--- config.mk ---
export PLATFORM = sky130hd
export DESIGN_NAME = rgb_to_ansi16_quantizer_flat
export DESIGN_NICKNAME = d
export VERILOG_FILES = /design/src/hw/rtl/rta_pkg.sv /design/src/hw/rtl/rta_if.sv /design/src/hw/rtl/rta_sqr.sv /design/src/hw/rtl/rta_cell.sv /design/src/hw/rtl/rgb_to_ansi16_quantizer.sv /design/src/flat_wrapper.sv
export SDC_FILE = /design/constraint.sdc
export NUM_CORES = 2
export LEC_CHECK = 0
export ABC_AREA = 1
export BUFFER_PORTS_ARGS = -buffer_cell sky130_fd_sc_hd__clkbuf_2
export CORE_MARGIN = 3
export CORE_UTILIZATION = 42
export CTS_CLUSTER_SIZE = 40
export DETAILED_ROUTE_END_ITERATION = 16
export SKIP_CTS_REPAIR_TIMING = 1
export SLEW_MARGIN = 20
export SYNTH_ARGS = -nofsm -noshare
export SYNTH_HDL_FRONTEND = slang
export SYNTH_SLANG_ARGS = --single-unit
--- constraint.sdc ---
create_clock -name clk -period 26.3 [get_ports clk]
set_input_delay 6.575 -clock clk [delete_from_list [all_inputs] [get_ports clk]]
set_output_delay 6.575 -clock clk [all_outputs]
set_load 0.03 [all_outputs]
--- src/hw/rtl/rta_pkg.sv ---
// Package for the RGB to ANSI 16-color quantizer.
// Holds palette levels, word types passed along the cell chain and code helpers.
// No dependencies.
package rta_pkg;

    localparam int CHANNELS   = 3;
    localparam int LEVELS     = 4;
    localparam int ENTRIES    = 16;
    localparam int SQ_W       = 16;
    localparam int DIST_W     = 18;
    localparam int IDX_W      = 4;

    // channel level codes
    localparam logic [1:0] LV_ZERO = 2'd0;
    localparam logic [1:0] LV_LOW  = 2'd1;
    localparam logic [1:0] LV_MED  = 2'd2;
    localparam logic [1:0] LV_MAX  = 2'd3;

    localparam logic [7:0] LEVEL_LOW = 8'd128;
    localparam logic [7:0] LEVEL_MED = 8'd192;
    localparam logic [7:0] LEVEL_MAX = 8'd255;

    localparam logic [2:0] HUE_BLACK = 3'd0;
    localparam logic [2:0] HUE_WHITE = 3'd7;

    localparam logic [6:0] CODE_BASE   = 7'd30;
    localparam logic [6:0] CODE_BACK   = 7'd10;
    localparam logic [6:0] CODE_BRIGHT = 7'd60;

    localparam logic [DIST_W-1:0] DIST_NONE = '1;

    typedef logic [CHANNELS-1:0][LEVELS-1:0][SQ_W-1:0] sq_t;

    typedef struct packed {
        sq_t               sq;
        logic              fore;
        logic [DIST_W-1:0] best_dist;
        logic [IDX_W-1:0]  best_idx;
    } chain_t;

    function automatic logic [7:0] level_value(input logic [1:0] lv);
        logic [7:0] v;
        case (lv)
            LV_ZERO: v = 8'd0;
            LV_LOW:  v = LEVEL_LOW;
            LV_MED:  v = LEVEL_MED;
            LV_MAX:  v = LEVEL_MAX;
            default: v = 8'd0;
        endcase
        return v;
    endfunction

    // level code of one channel of one palette entry; idx[3] is intense
    function automatic logic [1:0] level_sel(input logic [IDX_W-1:0] idx,
                                             input logic [1:0] ch);
        logic [2:0] hue;
        logic       intense;
        logic [1:0] lv;
        hue     = idx[2:0];
        intense = idx[3];
        if (hue == HUE_BLACK) begin
            lv = intense ? LV_LOW : LV_ZERO;
        end else if (hue == HUE_WHITE) begin
            lv = intense ? LV_MAX : LV_MED;
        end else if (hue[ch]) begin
            lv = intense ? LV_MAX : LV_LOW;
        end else begin
            lv = LV_ZERO;
        end
        return lv;
    endfunction

    function automatic logic [6:0] sgr_code(input logic [IDX_W-1:0] idx,
                                            input logic fore);
        logic [6:0] c;
        c = {4'd0, idx[2:0]} + CODE_BASE;
        if (!fore) begin
            c = c + CODE_BACK;
        end
        if (idx[3]) begin
            c = c + CODE_BRIGHT;
        end
        return c;
    endfunction

endpackage

--- src/hw/rtl/rta_if.sv ---
// Valid/ready channel interfaces for the quantizer: pixel in, SGR code out.
// No dependencies.
interface rta_pix_if;
    logic       valid;
    logic       ready;
    logic [7:0] red_in;
    logic [7:0] green_in;
    logic [7:0] blue_in;
    logic       fore_select;

    modport source (output valid, output red_in, output green_in, output blue_in,
                    output fore_select, input ready);
    modport sink   (input valid, input red_in, input green_in, input blue_in,
                    input fore_select, output ready);
endinterface

interface rta_res_if;
    logic       valid;
    logic       ready;
    logic [6:0] ansi_code;
    logic [2:0] hue_index;
    logic       bright_flag;

    modport source (output valid, output ansi_code, output hue_index,
                    output bright_flag, input ready);
    modport sink   (input valid, input ansi_code, input hue_index,
                    input bright_flag, output ready);
endinterface

--- src/hw/rtl/rta_sqr.sv ---
// Front stage: squared distance of each channel to each of the four levels.
// Depends on rta_pkg.
module rta_sqr (
    input  logic            clk,
    input  logic            rst_n,
    input  logic            in_valid,
    output logic            in_ready,
    input  logic [7:0]      red_in,
    input  logic [7:0]      green_in,
    input  logic [7:0]      blue_in,
    input  logic            fore_select,
    output logic            out_valid,
    input  logic            out_ready,
    output rta_pkg::chain_t out_word
);
    import rta_pkg::*;

    logic        valid_reg;
    chain_t      word_reg;
    chain_t      word_next;
    logic [7:0]  chan [CHANNELS];
    logic [7:0]  lvl;
    logic [7:0]  diff;

    assign chan[0] = red_in;
    assign chan[1] = green_in;
    assign chan[2] = blue_in;

    always_comb
    begin
        word_next           = '0;
        lvl                 = '0;
        diff                = '0;
        word_next.fore      = fore_select;
        word_next.best_dist = DIST_NONE;
        word_next.best_idx  = '0;
        for (int c = 0; c < CHANNELS; c++)
        begin
            for (int l = 0; l < LEVELS; l++)
            begin
                lvl  = level_value(2'(l));
                diff = (chan[c] > lvl) ? (chan[c] - lvl) : (lvl - chan[c]);
                word_next.sq[c][l] = {8'd0, diff} * {8'd0, diff};
            end
        end
    end

    assign in_ready  = !valid_reg || out_ready;
    assign out_valid = valid_reg;
    assign out_word  = word_reg;

    always_ff @(posedge clk or negedge rst_n)
    begin
        if (!rst_n)
        begin
            valid_reg <= 1'b0;
        end
        else if (in_ready)
        begin
            valid_reg <= in_valid;
        end
    end

    always_ff @(posedge clk)
    begin
        if (in_valid && in_ready)
        begin
            word_reg <= word_next;
        end
    end

endmodule

--- src/hw/rtl/rta_cell.sv ---
// Compare cell: distance to one palette entry, keeps the nearer of it and the
// best so far, passes the word on. Depends on rta_pkg.
module rta_cell (
    input  logic                      clk,
    input  logic                      rst_n,
    input  logic [rta_pkg::IDX_W-1:0] entry_idx,
    input  logic                      in_valid,
    output logic                      in_ready,
    input  rta_pkg::chain_t           in_word,
    output logic                      out_valid,
    input  logic                      out_ready,
    output rta_pkg::chain_t           out_word
);
    import rta_pkg::*;

    logic              valid_reg;
    chain_t            word_reg;
    chain_t            word_next;
    logic [DIST_W-1:0] entry_dist;

    always_comb
    begin
        entry_dist = {2'd0, in_word.sq[0][level_sel(entry_idx, 2'd0)]}
                   + {2'd0, in_word.sq[1][level_sel(entry_idx, 2'd1)]}
                   + {2'd0, in_word.sq[2][level_sel(entry_idx, 2'd2)]};
        word_next = in_word;
        // strict less: on a tie the earlier entry stays
        if (entry_dist < in_word.best_dist)
        begin
            word_next.best_dist = entry_dist;
            word_next.best_idx  = entry_idx;
        end
    end

    assign in_ready  = !valid_reg || out_ready;
    assign out_valid = valid_reg;
    assign out_word  = word_reg;

    always_ff @(posedge clk or negedge rst_n)
    begin
        if (!rst_n)
        begin
            valid_reg <= 1'b0;
        end
        else if (in_ready)
        begin
            valid_reg <= in_valid;
        end
    end

    always_ff @(posedge clk)
    begin
        if (in_valid && in_ready)
        begin
            word_reg <= word_next;
        end
    end

endmodule

--- src/hw/rtl/rgb_to_ansi16_quantizer.sv ---
// RGB to ANSI 16-color quantizer top level.
// Depends on rta_pkg, rta_if, rta_sqr and rta_cell.
//
// Takes one pixel word per clock and returns one SGR code word per pixel, in
// order. A pixel passes a squaring stage, a chain of 16 compare cells (one per
// palette entry, normal hues first) and an output register. Sustained rate is
// one word per cycle; each stage holds one word, and a stall on the result
// side backs up stage by stage, so the input keeps taking words until the
// chain is full.
module rgb_to_ansi16_quantizer (
    input  logic      clk,
    input  logic      rst_n,
    rta_pix_if.sink   pixel,
    rta_res_if.source result
);
    import rta_pkg::*;

    localparam int LINKS = ENTRIES + 1;

    chain_t link_word  [LINKS];
    logic   link_valid [LINKS];
    logic   link_ready [LINKS];

    logic       res_valid_reg;
    logic [6:0] code_reg;
    logic [2:0] hue_reg;
    logic       bright_reg;
    logic       res_ready;

    rta_sqr u_sqr (
        .clk         (clk),
        .rst_n       (rst_n),
        .in_valid    (pixel.valid),
        .in_ready    (pixel.ready),
        .red_in      (pixel.red_in),
        .green_in    (pixel.green_in),
        .blue_in     (pixel.blue_in),
        .fore_select (pixel.fore_select),
        .out_valid   (link_valid[0]),
        .out_ready   (link_ready[0]),
        .out_word    (link_word[0])
    );

    for (genvar i = 0; i < ENTRIES; i++)
    begin : g_cell
        rta_cell u_cell (
            .clk       (clk),
            .rst_n     (rst_n),
            .entry_idx (IDX_W'(i)),
            .in_valid  (link_valid[i]),
            .in_ready  (link_ready[i]),
            .in_word   (link_word[i]),
            .out_valid (link_valid[i+1]),
            .out_ready (link_ready[i+1]),
            .out_word  (link_word[i+1])
        );
    end

    assign res_ready               = !res_valid_reg || result.ready;
    assign link_ready[LINKS-1]     = res_ready;

    always_ff @(posedge clk or negedge rst_n)
    begin
        if (!rst_n)
        begin
            res_valid_reg <= 1'b0;
        end
        else if (res_ready)
        begin
            res_valid_reg <= link_valid[LINKS-1];
        end
    end

    always_ff @(posedge clk)
    begin
        if (link_valid[LINKS-1] && res_ready)
        begin
            code_reg   <= sgr_code(link_word[LINKS-1].best_idx, link_word[LINKS-1].fore);
            hue_reg    <= link_word[LINKS-1].best_idx[2:0];
            bright_reg <= link_word[LINKS-1].best_idx[3];
        end
    end

    assign result.valid       = res_valid_reg;
    assign result.ansi_code   = code_reg;
    assign result.hue_index   = hue_reg;
    assign result.bright_flag = bright_reg;

endmodule

--- src/flat_wrapper.sv ---
// flat-port wrapper written by rule: the top's interface ports become plain ports
module rgb_to_ansi16_quantizer_flat import rta_pkg::*;
  (clk, rst_n, pixel_valid, pixel_red_in, pixel_green_in, pixel_blue_in, pixel_fore_select, pixel_ready, result_valid, result_ansi_code, result_hue_index, result_bright_flag, result_ready);
  rta_pix_if pixel_i ();
  rta_res_if result_i ();
  input  logic clk;
  input  logic rst_n;
  input wire logic [$bits(pixel_i.valid)-1:0] pixel_valid;
  input wire logic [$bits(pixel_i.red_in)-1:0] pixel_red_in;
  input wire logic [$bits(pixel_i.green_in)-1:0] pixel_green_in;
  input wire logic [$bits(pixel_i.blue_in)-1:0] pixel_blue_in;
  input wire logic [$bits(pixel_i.fore_select)-1:0] pixel_fore_select;
  output wire logic [$bits(pixel_i.ready)-1:0] pixel_ready;
  output wire logic [$bits(result_i.valid)-1:0] result_valid;
  output wire logic [$bits(result_i.ansi_code)-1:0] result_ansi_code;
  output wire logic [$bits(result_i.hue_index)-1:0] result_hue_index;
  output wire logic [$bits(result_i.bright_flag)-1:0] result_bright_flag;
  input wire logic [$bits(result_i.ready)-1:0] result_ready;
  assign pixel_i.valid = pixel_valid;
  assign pixel_i.red_in = pixel_red_in;
  assign pixel_i.green_in = pixel_green_in;
  assign pixel_i.blue_in = pixel_blue_in;
  assign pixel_i.fore_select = pixel_fore_select;
  assign pixel_ready = pixel_i.ready;
  assign result_valid = result_i.valid;
  assign result_ansi_code = result_i.ansi_code;
  assign result_hue_index = result_i.hue_index;
  assign result_bright_flag = result_i.bright_flag;
  assign result_i.ready = result_ready;
  rgb_to_ansi16_quantizer u_core (.clk(clk), .rst_n(rst_n), .pixel(pixel_i), .result(result_i));
endmodule
==> flow_summary_export.csv <==
group,metric,value,unit
cts,insertion_delay,0.85,ns
place,numPortBuffers,41,
floorplan,num_rows,191,
floorplan,die_y,530,um
grt,first_global_vias,64800,
cts,cts.clk_slew.worst_paths,0.06,ns
sta,worst_pin_slew,1.09,ns
hold_path,hp-class,"reg2reg",
route,drt_iter0_drc,3799,
synthesis,async_reset_ff_share,0.762,%
route,routed_wl,233000,um
synthesis,syn-instance-count,8595,
floorplan,io_pins,42,
sta,finalMaxSlewViolations,0,
critical_path,worst-setup-path-type,"in2out",
synthesis,ys_ff_latch,2362,
synthesis,synth_seq_area_share,61.3,%
cts,cts_buffer_depth,3,
grt,antenna_found_initial,12,
place,gp_congestion,0.964,
cts,cts_root_buffer,"clkbuf_16",
sta,setup-violations-final,0,
grt,grt_max_degree,126,
route,first_pass_iters,5,
route,remaining_drc_errors,0,
status,outcome,"finished clean",
sta,final-hold-violation-count,0,
sta,post-route-min-period,15.15,ns
synthesis,synth-edff-count,2344,
layout,fill_cells,23500,
critical_path,required,19.72,ns
synthesis,ys.warnings.count,0,
sta,post-route-period-util,57.6,%
grt,grt_pass1_wl,366000,um
layout,area_growth,11.2,%
floorplan,core,272000,um2
place,place_inst,12200,
synthesis,synth_ff_type,"edfxtp_1",
route,vias_per_cell,4.85,
cts,cts_buffers,236,
critical_path,crit_path_start_kind,"input pin",
grt,track_usage,16.9,%
floorplan,die-width,530,um
layout,fin_nets,10300,
route,routed-via-count,61300,
synthesis,synth.cell_area,115000,um2
sta,final.setup_skew,0.0504,ns
place,hpwlAfterDp,182000,um
job,maxCapViolCount,0,
layout,finalNonFillerCells,12700,
synthesis,ys_types,58,
sta,rsz0062_at_grt,"no",
floorplan,initial_core_util,42.4,%
layout,largest_reg_flops,2165,
cts,htree_levels,4,
cts,cts_tree,"yes",
sta,fin_setup_tns,0,ns
synthesis,avgSynthCellArea,13.4,um2
sta,max_freq,66.0,MHz
floorplan,dieArea,281000,um2
cts,cts.sinks,2362,
route,ant_nets,0,
critical_path,crit_path_end_kind,"output port",
layout,drive_gt1_share,6.24,%
critical_path,crit_fanout,4,
grt,grt.overflow.total,0,
route,post_drt_wl_per_cell,18.4,um
critical_path,crit_arrival,8.57,ns
sta,relSlewSlack,26.9,%
final cells by class:
| cell class | count | area (um2) | area share (%) |
|---|---|---|---|
| Sequential cell | 2362 | 70800 | 55.2 |
| Multi-Input combinational cell | 4881 | 39600 | 30.8 |
| Clock buffer | 271 | 6060 | 4.72 |
| Inverter | 1317 | 4970 | 3.87 |
| Tap cell | 3570 | 4470 | 3.48 |
| Clock inverter | 170 | 1990 | 1.55 |
| Timing Repair Buffer | 74 | 478 | 0.372 |
| Antenna cell | 6 | 15.0 | 0.0117 |
cells by family after synthesis:
family                     count (synthesis)  synth area share [%]
buffers and inverters                   1406                  4.62
other                                      2               0.00650
and+or+nand+nor                         1854                  6.55
DFF                                     2362                  61.3
AOI/OAI and AO/OA                       1140                  5.40
adders and majority gates               1403                  18.8
xor gates and xnor gates                 428                  3.26
cells in the mapped netlist, types with 8 or more instances:
cell type,count,area [um2]
nand3_1,139,696
xor2_1,289,2530
o21ai_0,426,2130
dfrtp_1,18,450
nor2_1,503,1890
fa_1,557,11200
nand4_1,44,275
xnor2_1,137,1200
edfxtp_1,2344,70400
o21ai_1,24,120
o211ai_1,11,82.6
inv_2,22,82.6
ha_1,846,10600
o21bai_1,10,75.1
a21oi_2,8,70.1
buf_2,22,110
or2_2,25,156
a21o_1,33,248
nand2_1,1040,3900
inv_1,1292,4850
o21ai_2,16,140
a21oi_1,506,2530
a21boi_0,15,113
o31ai_1,27,203
a31oi_1,14,87.6
nor2_2,13,81.3
a211oi_1,9,67.6
nor3_1,58,290
o2111ai_1,8,70.1
o21a_1,13,97.6
clkbuf_1,60,225
placed cells by master (no fill, tap or decap), types with 14 or more instances in the layout:
cell	n
clkbuf_16	237
clkbuf_1	34
o21ai_0	426
clkinvlp_4	19
nand3_1	139
inv_2	23
conb_1	56
edfxtp_1	2344
ha_1	846
buf_4	31
clkinv_2	52
fa_1	557
a21boi_0	15
o31ai_1	27
nor2_1	499
xor2_1	289
nand2_1	1040
a31oi_1	14
o21ai_1	24
dfrtp_1	18
o21ai_2	16
nand4_1	44
a21o_1	33
bufinv_16	35
or2_2	25
xnor2_1	137
clkbuf_2	41
a21oi_1	502
nor3_1	58
clkinv_1	42
inv_1	1284
worst paths after layout:
path / startpoint / to / slack (ns) / cells after the start
setup / recovery: result_ready / pixel_ready / 11.15 / 12
max in group asynchronous: rst_n / u_core.g_cell[7].u_cell.out_valid$_DFFE_PN0P_ / 20.18 / 1
setup reg to reg: u_core.g_cell[10].u_cell.out_word[75]$_DFFE_PP_ / u_core.g_cell[11].u_cell.out_word[1]$_SDFFCE_PN1P_ / 20.63 / 17
hold reg to reg: u_core.g_cell[5].u_cell.out_word[160]$_DFFE_PP_ / u_core.g_cell[6].u_cell.out_word[160]$_DFFE_PP_ / 0.39 / 0
min in group asynchronous: rst_n / u_core.result.valid$_DFFE_PN0P_ / 5.72 / 1
hold / removal: u_core.g_cell[5].u_cell.out_word[160]$_DFFE_PP_ / u_core.g_cell[6].u_cell.out_word[160]$_DFFE_PP_ / 0.39 / 0
worst max-delay path, stage by stage:
cell	delay, ns
clkbuf_2	0.08
inv_1	0.09
nand3_1	0.13
nor2_1	0.19
nand4_1	0.21
nor2_2	0.20
nand4_2	0.14
nor2_2	0.30
nand4_2	0.17
nor2_2	0.16
nand4_2	0.12
clkbuf_2	0.21
through the flow:
step	cell area [um2]	utilization (%)	setup slack (ns)	hold WS (ns)
after floorplan	116000	-	9.21	0.400
after global placement	120000	44.2	11.00	0.401
after detailed placement	120000	44.2	11.02	0.405
after CTS	128000	47.2	11.03	0.380
after global routing	128000	47.2	10.78	0.392
final	128000	47.2	11.15	0.387
routing by layer:
| layer | GRT usage, % | vias up | share of wire [%] |
|---|---|---|---|
| li1 | - | 30000 | - |
| met1 | 21.1 | 29800 | 42 |
| met2 | 29.4 | 1085 | 50 |
| met3 | 2.15 | 432 | 3.2 |
| met4 | 7.23 | 10 | 4.6 |
| met5 | 0 | - | 0.027 |
Power is left out: the tool's default activity adds up to more than one toggle a clock period on the data nets, which glitch-free logic cannot reach.
